## src/hw/rtl/tccs_pkg.sv

```systemverilog
// Package with the types and constants of the text console block.
`default_nettype none
package tccs_pkg;

   localparam logic [1:0] KIND_PUT   = 2'd0;
   localparam logic [1:0] KIND_CLEAR = 2'd1;
   localparam logic [1:0] KIND_READ  = 2'd2;

   localparam logic [7:0] CH_BS       = 8'h08;
   localparam logic [7:0] CH_TAB      = 8'h09;
   localparam logic [7:0] CH_LF       = 8'h0A;
   localparam logic [7:0] CH_CR       = 8'h0D;
   localparam logic [7:0] CH_PRINT_LO = 8'h20;
   localparam logic [7:0] CH_PRINT_HI = 8'h7F;

   localparam logic [15:0] BLANK_CELL = 16'h0F20;
   localparam int          TAB_STEP   = 8;
   localparam int          COL_W      = 7;

   typedef enum logic [2:0] {
      S_INIT,
      S_IDLE,
      S_EXEC,
      S_READ,
      S_COPY,
      S_FILL,
      S_RESP
   } state_type;

   typedef struct packed {
      logic take;
      logic exec;
      logic copy_step;
      logic fill_step;
      logic read_capture;
      logic load_rsp;
   } ctrl_cmd_type;

   typedef struct packed {
      logic [1:0] kind;
      logic       scroll;
      logic       copy_last;
      logic       fill_last;
      logic       rsp_free;
   } dp_status_type;

endpackage
`default_nettype wire

```

## src/hw/rtl/tccs_ctrl.sv

```systemverilog
// Controller state machine that sequences items, scroll copies and blank fills.
`default_nettype none
module tccs_ctrl
   import tccs_pkg::*;
(
   input  wire logic          clock,
   input  wire logic          reset,
   input  wire logic          req_tvalid,
   output logic               req_tready,
   input  wire dp_status_type status,
   output ctrl_cmd_type       cmd
);

   state_type state_ff;
   state_type state_in;

   always_ff @(posedge clock) begin
      if (reset) begin
         state_ff <= S_INIT;
      end else begin
         state_ff <= state_in;
      end
   end

   always_comb begin
      state_in   = state_ff;
      cmd        = '0;
      req_tready = 1'b0;
      case (state_ff)
         S_INIT: begin
            cmd.fill_step = 1'b1;
            if (status.fill_last) begin
               state_in = S_IDLE;
            end
         end
         S_IDLE: begin
            req_tready = 1'b1;
            if (req_tvalid) begin
               cmd.take = 1'b1;
               state_in = S_EXEC;
            end
         end
         S_EXEC: begin
            cmd.exec = 1'b1;
            case (status.kind)
               KIND_PUT:   state_in = status.scroll ? S_COPY : S_RESP;
               KIND_CLEAR: state_in = S_FILL;
               KIND_READ:  state_in = S_READ;
               default:    state_in = S_RESP;
            endcase
         end
         S_READ: begin
            cmd.read_capture = 1'b1;
            state_in         = S_RESP;
         end
         S_COPY: begin
            cmd.copy_step = 1'b1;
            if (status.copy_last) begin
               state_in = S_FILL;
            end
         end
         S_FILL: begin
            cmd.fill_step = 1'b1;
            if (status.fill_last) begin
               state_in = S_RESP;
            end
         end
         S_RESP: begin
            if (status.rsp_free) begin
               cmd.load_rsp = 1'b1;
               req_tready   = 1'b1;
               if (req_tvalid) begin
                  cmd.take = 1'b1;
                  state_in = S_EXEC;
               end else begin
                  state_in = S_IDLE;
               end
            end
         end
         default: begin
            state_in = S_INIT;
         end
      endcase
   end

endmodule
`default_nettype wire

```

## config.mk

```make
export PLATFORM = sky130hd
export DESIGN_NAME = tccs_ctrl
export DESIGN_NICKNAME = d
export VERILOG_FILES = /design/src/hw/rtl/tccs_pkg.sv /design/src/hw/rtl/tccs_ctrl.sv
export SDC_FILE = /design/constraint.sdc
export NUM_CORES = 1
export LEC_CHECK = 0
export ABC_AREA = 1
export BUFFER_PORTS_ARGS = -buffer_cell sky130_fd_sc_hd__buf_2
export CORE_AREA = 5 5 42 44
export CTS_BUF_LIST = sky130_fd_sc_hd__clkbuf_8
export DETAILED_ROUTE_END_ITERATION = 16
export DIE_AREA = 0 0 47 49
export GPL_TIMING_DRIVEN = 1
export PLACE_DENSITY = 0.61
export SLEW_MARGIN = 10
export SYNTH_ARGS = -nofsm -noshare
export SYNTH_HDL_FRONTEND = slang
export SYNTH_SLANG_ARGS = --single-unit
```

## constraint.sdc

```tcl
create_clock -name clock -period 2.9 [get_ports clock]
set_input_delay 0.87 -clock clock [delete_from_list [all_inputs] [get_ports clock]]
set_output_delay 0.87 -clock clock [all_outputs]
set_load 0.005 [all_outputs]
```

==> results.ini, run 1 <==
[synth]
synth_area_leaders=dfxtp_1 (15%), inv_1 (14%), nand3_1 (12%)
synth_top_area_cell=dfxtp_1
ys_warn_count=0
yosys_register_bits=3
synth-simple-area-share=0.475
synth_top_area_frac=0.149
synth_edf_count=0
synth_fa_ha_area_frac=0.0932
synthArstFlopShare=0
synth_cells=70
synthMuxAreaShare=0
netlist_area_um2=403
synthDistinctLibCells=16
yosys_most_used_dff=dfxtp_1
synth_top_family_by_area=simple AND/OR/NAND/NOR gates
synth_most_common_cell=inv_1
postSynthAreaPerCell_um2=5.76
syn_nets=82
synth_xor_area_frac=0
synth_common_cells=inv_1 (15), nand2_1 (12), nand3_1 (10)
ys_seq_area_frac=0.149
synth_compound_area_frac=0.0963

[critical_path]
crit_path_start_kind=primary input
worstPathMaxFanout=3
crit_required_ns=2.03
critPathArrivalTime_ns=1.47
cp-end-kind=primary output
path_class=in -> out

[floorplan]
rows=14
fp.dieW_um=47
io_pins=16
die-area_mm2=0.00230
coreArea_mm2=0.00140
initial_utilization=0.287
die_h_um=49

[route]
dr.pass1.iters=2
first_iter_violations=7
wl_met2_um=386
wl_met3_um=75
vias=471
drt_wl_total_um=937
routedWlPerCell_um=9.10
avgViaCountPerCell=4.57
highest_layer=met3
antenna_left=0
drc_errors=0
wl_met1_um=475

[finish]
n_antenna_cell=0
top_register=state_ff
instances_no_fill=103
finalNetCount=100
synthToLayoutAreaGrowth_pct=31.1
drive_gt1_frac=0.264
largest_register_ffs=3
reg.largest.list=state_ff x3

[timing]
holdWs_ns=0.581
drv_slew=0
finalHoldViolations=0
setup_viol=0
slew_headroom=0.739
setup_tns_ns=0
rsz0062_at_grt=false
clock.fmax_mhz=427
period_share=0.808
finalCriticalPeriod_ns=2.34
worst_clock_skew_ns=0.00131
worstMarginPinSlew_ns=0.391

[power_and_ir_drop]
static-leakage-power_nw=0.318
peakVddDrop_mv=0.349
p_per_area_mw_per_mm2=798

[global_routing]
antenna_found_initial=0
grt_pass1_wl_um=1610
grt_pass1_vias=408
track_usage=0.0906
grt.overflow.total=0
grt_start_max_net_pins=13

[place]
place_inst=99
portBuffers=15
place_hpwl_um=764
gp_congestion=0.754

[flow_run]
maxCapViolations=0

[clock_network]
ctsResizeCount=0
clk_pin_slew_ns=0.03
htreeDepth=1
post-cts-setup-buffers=0
cts_max_path_buffers=2
ctsHoldBuffers=0
cts_buffers=3
clk_latency_ns=0.21
clock_sinks=3
clockRootBuffer=clkbuf_8
cts_tree=built

[worst_hold_path]
hold_class=reg -> reg

[outcome]
status=finished, final reports clean

[cell families (layout without fill, tap and decap cells)]
kind of cell | count (synthesis) | after routing
fa+ha+maj | 3 | 3
flops | 3 | 3
simple gates | 39 | 39
compound gates | 7 | 7
buf+inv | 18 | 35
[metal layers]
layer,global-route usage,vias up
li1,-,262
met1,0.133,196
met2,0.120,13
met3,0.0443,0
met4,0.0138,0
met5,0,-
[critical path: stages]
cell	delay [ns]
buf_2	0.09
inv_1	0.05
o21ai_0	0.21
inv_1	0.06
nor2_1	0.08
buf_2	0.11
[area by class of cell]
| class | count | area, µm² |
|---|---|---|
| multi-input combinational | 49 | 268 |
| clock inverter | 1 | 3.75 |
| fill | 169 | 873 |
| tap | 16 | 20.0 |
| timing repair buffer | 15 | 75.1 |
| clock buffer | 3 | 41.3 |
| inverter | 16 | 60.1 |
| sequential | 3 | 60.1 |
[layout by cell type (no fill, tap or decap)]
cell,n
inv_1,16
buf_2,15
nand2_1,12
nand3_1,10
nor2_1,6
nand4_1,5
a21oi_1,4
ha_1,3
clkbuf_8,3
dfxtp_1,3
nor2_2,2
o21ai_0,2
nand3b_1,2
nor3_1,1
inv_2,1
nor3_2,1
a21oi_2,1
[path summary, 6_finish.rpt]
path | startpoint | end | slack, ns | cells after the start
min reg2reg | state_ff[0]$_SDFFE_PP0P_ | state_ff[0]$_SDFFE_PP0P_ | 0.58 | 2
max reg2reg | state_ff[2]$_SDFFE_PP0P_ | state_ff[0]$_SDFFE_PP0P_ | 1.55 | 6
min | state_ff[0]$_SDFFE_PP0P_ | state_ff[0]$_SDFFE_PP0P_ | 0.58 | 2
max | status[0] | cmd[5] | 0.56 | 6
[through the flow]
stage | total power, mW | cell area, µm² | setup slack (ns) | utilization
global route | 0.473 | 528 | 0.392 | 0.377
global placement | 0.307 | 483 | 0.604 | 0.345
CTS | 0.429 | 528 | 0.550 | 0.377
detailed placement | 0.308 | 483 | 0.548 | 0.345
finish | 0.421 | 528 | 0.558 | 0.377
floorplan | 0.248 | 403 | 0.711 | -
[report_power, final]
group          internal, mW  switching (mW)  leakage (nW)
sequential           0.0561          0.0368        0.0246
combinational        0.0886           0.123         0.267
clock                0.0900          0.0262        0.0269
(Power assumes the default switching activity.)
==> run 2: changes to the inputs <==
==> constraint.sdc (replaced) <==
create_clock -name clock -period 2.4 [get_ports clock]
set_input_delay 0.72 -clock clock [delete_from_list [all_inputs] [get_ports clock]]
set_output_delay 0.72 -clock clock [all_outputs]
set_load 0.005 [all_outputs]
==> run 2 against run 1 <==
Cell count did not move. Hold slack better by 0.0025 ns. Non-clock buffer count did not move. Clock power up 21%. Core utilization unchanged. Register-to-register slack worse by 0.51 ns. Critical path type is now reg -> out.
==> results.ini, run 2 (synthesis results as in run 1) <==
[power_and_ir_drop]
combPwrFrac=0.503
peakVddDrop_mv=0.329
p_int_mw=0.284
power_mw=0.509
clock_power_share=0.275
static-leakage-power_nw=0.318
p_switching_mw=0.226
seq_power_share=0.222
swShare=0.443
p_per_area_mw_per_mm2=964

[finish]
reg.largest.list=state_ff x3
largest_register_ffs=3
layout_commonest_cell=inv_1
synthToLayoutAreaGrowth_pct=31.1
drive_gt1_frac=0.264
fin_area_um2=528
layout_common_cells=inv_1 (16), buf_2 (15), nand2_1 (12), nand3_1 (10), nor2_1 (6)
instances_no_fill=103
fillers=163
finalNetCount=100
top_register=state_ff
n_antenna_cell=0

[floorplan]
fp.dieW_um=47
initial_utilization=0.287
rows=14
coreArea_mm2=0.00140
io_pins=16
die_h_um=49
die-area_mm2=0.00230

[route]
dr.pass1.iters=4
first_iter_violations=9
vias=468
routedWlPerCell_um=9.13
avgViaCountPerCell=4.54
drt_wl_total_um=940
drc_errors=0
antenna_left=0

[clock_network]
post-cts-setup-buffers=0
htreeDepth=1
cts_max_path_buffers=2
clk_pin_slew_ns=0.03
cts_tree=built
clock_sinks=3
clk_latency_ns=0.21
cts_buffers=3
ctsHoldBuffers=0
ctsResizeCount=0
clockRootBuffer=clkbuf_8

[timing]
clock.fmax_mhz=456
rsz0062_at_grt=false
slew_headroom=0.732
finalHoldViolations=0
worst_clock_skew_ns=0.00171
finalCriticalPeriod_ns=2.19
holdWs_ns=0.583
period_share=0.914
drv_slew=0
setup_tns_ns=0
setup_viol=0
worstMarginPinSlew_ns=0.401

[flow_run]
maxCapViolations=0

[global_routing]
grt.overflow.total=0
track_usage=0.0913
grt_pass1_wl_um=1580
grt_pass1_vias=398
grt_start_max_net_pins=13
antenna_found_initial=0

[worst_hold_path]
hold_class=reg -> reg

[place]
place_inst=99
placed_area_um2=483
portBuffers=15
place_hpwl_um=756
gp_congestion=0.754

[critical_path]
path_depth=5
critPathLaunch=state_ff[2]$_SDFFE_PP0P_
crit_end=cmd[5]
cpMaxStageDelayCell=dfxtp_1
r2r_cells=6
timing.rr.end=state_ff[0]$_SDFFE_PP0P_
path_cells=nand3_1 -> o21ai_0 -> inv_1 -> nor2_1 -> buf_2
crit_path_start_kind=flip-flop
r2r-start=state_ff[2]$_SDFFE_PP0P_
worstPathMaxFanout=12
cp-end-kind=primary output
critPathArrivalTime_ns=1.47
crit_family=flip-flops
path_class=reg -> out
crit_required_ns=1.68
cp.buffers_inverters=2
rrSetupSlack_ns=1.04
slowest_delay_ns=0.55

[outcome]
status=finished, final reports clean

-- run 2: worst min path at each step --
stage	start	end	cells past startpoint
final	state_ff[0]$_SDFFE_PP0P_	state_ff[0]$_SDFFE_PP0P_	2
after global routing	state_ff[0]$_SDFFE_PP0P_	state_ff[0]$_SDFFE_PP0P_	2
after CTS	state_ff[0]$_SDFFE_PP0P_	state_ff[0]$_SDFFE_PP0P_	2
after detailed placement	state_ff[0]$_SDFFE_PP0P_	state_ff[0]$_SDFFE_PP0P_	2
after global placement	state_ff[0]$_SDFFE_PP0P_	state_ff[0]$_SDFFE_PP0P_	2
after floorplan	state_ff[0]$_SDFFE_PP0P_	state_ff[0]$_SDFFE_PP0P_	2
-- run 2: final cells by class --
class | count | area (µm²) | area share
timing repair buffer | 15 | 75.1 | 0.142
clock buffer | 3 | 41.3 | 0.0782
sequential | 3 | 60.1 | 0.114
tap | 16 | 20.0 | 0.0379
inverter | 16 | 60.1 | 0.114
multi-input combinational | 49 | 268 | 0.507
clock inverter | 1 | 3.75 | 0.00711
-- run 2: worst register-to-register path, delay by kind of cell (launching register included) --
kind	cells	cell delay, ns
AO/OA/AOI/OAI	1	0.14
buffers and inverters	1	0.19
flip-flops	1	0.55
AND/OR/NAND/NOR	4	0.42
-- run 2: metrics by stage --
stage,util,setup slack (ns)
3_5_place_dp,0.345,0.346
3_3_place_gp,0.345,0.404
5_1_grt,0.377,0.0727
4_1_cts,0.377,0.212
2_1_floorplan,-,0.511
6_report,0.377,0.206
-- run 2: power groups by stage --
| stage | clock [mW] | sequential, mW | combinational, mW |
|---|---|---|---|
| floorplan | 0 | 0.0860 | 0.214 |
| global placement | 0 | 0.114 | 0.258 |
| detailed placement | 0 | 0.112 | 0.257 |
| global route | 0.156 | 0.120 | 0.301 |
| finish | 0.140 | 0.113 | 0.256 |
| CTS | 0.144 | 0.112 | 0.258 |
-- run 2: metal layers --
metal	share of wire	track usage
met5	0	0
met4	0	0.0276
met2	0.42	0.118
met3	0.068	0.0480
met1	0.51	0.129
==> run 3: changes to the inputs <==
==> constraint.sdc (replaced) <==
create_clock -name clock -period 2.4 [get_ports clock]
set_input_delay 0 -clock clock [delete_from_list [all_inputs] [get_ports clock]]
set_output_delay 0 -clock clock [all_outputs]
set_load 0.005 [all_outputs]
==> run 3 against run 2 <==
Routed wire length up 5.5%. Critical path depth is the same. Largest power group unchanged. Sequential share of layout area shrank 0.21 points. Highest routed layer unchanged. Sequential power about the same. Clock power is essentially flat. Combinational power increased by 3%. Core utilization up 0.71 points. Die area is the same. Fmax grew 54%. First-iteration DRC count increased by 67%.
==> results.ini, run 3 (synthesis results as in run 1) <==
[timing]
rsz0062_at_grt=false
setup_viol=0
finalCriticalPeriod_ns=1.42
period_share=0.593
slew_headroom=0.737
setup_tns_ns=0
holdWs_ns=0.152
worstMarginPinSlew_ns=0.393
layout_setup_ws_ns=0.977
finalHoldViolations=0
drv_slew=0
worst_clock_skew_ns=0.00124
clock.fmax_mhz=703

[critical_path]
critPathArrivalTime_ns=1.42
r2r_cells=6
critPathLaunch=state_ff[2]$_SDFFE_PP0P_
crit_required_ns=2.40
crit_path_start_kind=flip-flop
rrSetupSlack_ns=1.03
timing.rr.end=state_ff[0]$_SDFFE_PP0P_
worstPathMaxFanout=12
path_class=reg -> out
r2r-start=state_ff[2]$_SDFFE_PP0P_
cp-end-kind=primary output

[floorplan]
die_h_um=49
fp.dieW_um=47
io_pins=16
coreArea_mm2=0.00140
die-area_mm2=0.00230
rows=14
initial_utilization=0.287

[clock_network]
clock_sinks=3
clk_pin_slew_ns=0.03
cts_buffers=3
cts_max_path_buffers=2
clk_latency_ns=0.21
clockRootBuffer=clkbuf_8
cts_tree=built
htreeDepth=1
ctsResizeCount=0
post-cts-setup-buffers=0

[place]
place_hpwl_um=797
gp_congestion=0.859
placed_area_um2=483
place_inst=99
portBuffers=15
post-place-ws_ns=1.07

[finish]
synthToLayoutAreaGrowth_pct=33.5
fillers=162
multi_input_area_um2=268
reg.largest.list=state_ff x3
fin_area_um2=538
regArea_um2=60.1
n_antenna_cell=0
instances_no_fill=104
layout_commonest_cell=inv_1
layout_common_cells=inv_1 (16), buf_2 (15), nand2_1 (12), nand3_1 (10), nor2_1 (6)
drive_gt1_frac=0.261
finish.utilization=0.384
top_register=state_ff
largest_register_ffs=3
finalNetCount=101

[global_routing]
antenna_found_initial=0
grt_pass1_wl_um=1510
track_usage=0.0885
grt_pass1_vias=397
grt_start_max_net_pins=13
grt.overflow.total=0

[worst_hold_path]
min-delay-start=status[0]
hold_path_end=state_ff[1]$_SDFFE_PP0P_
hold_class=in -> reg
hold_depth=4

[route]
routedWlPerCell_um=9.54
vias=484
avgViaCountPerCell=4.65
drc_errors=0
dr.pass1.iters=4
drt_wl_total_um=992
first_iter_violations=15
antenna_left=0

[power_and_ir_drop]
static-leakage-power_nw=0.322
p_per_area_mw_per_mm2=958
power_mw=0.516
peakVddDrop_mv=0.515

[outcome]
status=finished, final reports clean

[flow_run]
maxCapViolations=0

-- run 3: final cells by class --
class / instances / share of cell area
Inverter: 16 / 0.112
Timing Repair Buffer: 16 / 0.158
Clock inverter: 1 / 0.00698
Sequential cell: 3 / 0.112
Tap cell: 16 / 0.0372
Clock buffer: 3 / 0.0767
Multi-Input combinational cell: 49 / 0.498
-- run 3: worst max-delay path, cell delays in order, from the launching register on --
cell     delay [ns]
dfxtp_1        0.55
nand3_1        0.20
o21ai_0        0.22
inv_1          0.06
nor2_1         0.07
buf_2          0.11
-- run 3: repair_timing --
item                                    4_1_cts  5_1_grt
hold buffers                                  1        0
hold endpoints to repair                      3        0
endpoints found under the setup margin        0        0
-- run 3: layer usage --
layer  share of wire  up-vias  global-route usage
li1                -      262                   -
met5               0        -                   0
met1            0.44      201               0.122
met4               0        0              0.0369
met2            0.45       21               0.118
met3            0.11        0              0.0369
-- run 3: power by group --
part	switching, mW	total [mW]	internal [mW]
Combinational	0.155	0.263	0.108
Clock	0.0329	0.142	0.109
Sequential	0.0431	0.111	0.0678
-- run 3: how the worst max path moves through the flow --
stage	slack, ns	cells after the start	end
after floorplan	1.32	6	state_ff[1]$_SDFFE_PP0P_
after global placement	1.06	6	state_ff[0]$_SDFFE_PP0P_
after detailed placement	1.07	6	state_ff[0]$_SDFFE_PP0P_
after CTS	0.98	5	cmd[5]
after global routing	0.73	5	cmd[5]
final	0.98	5	cmd[5]
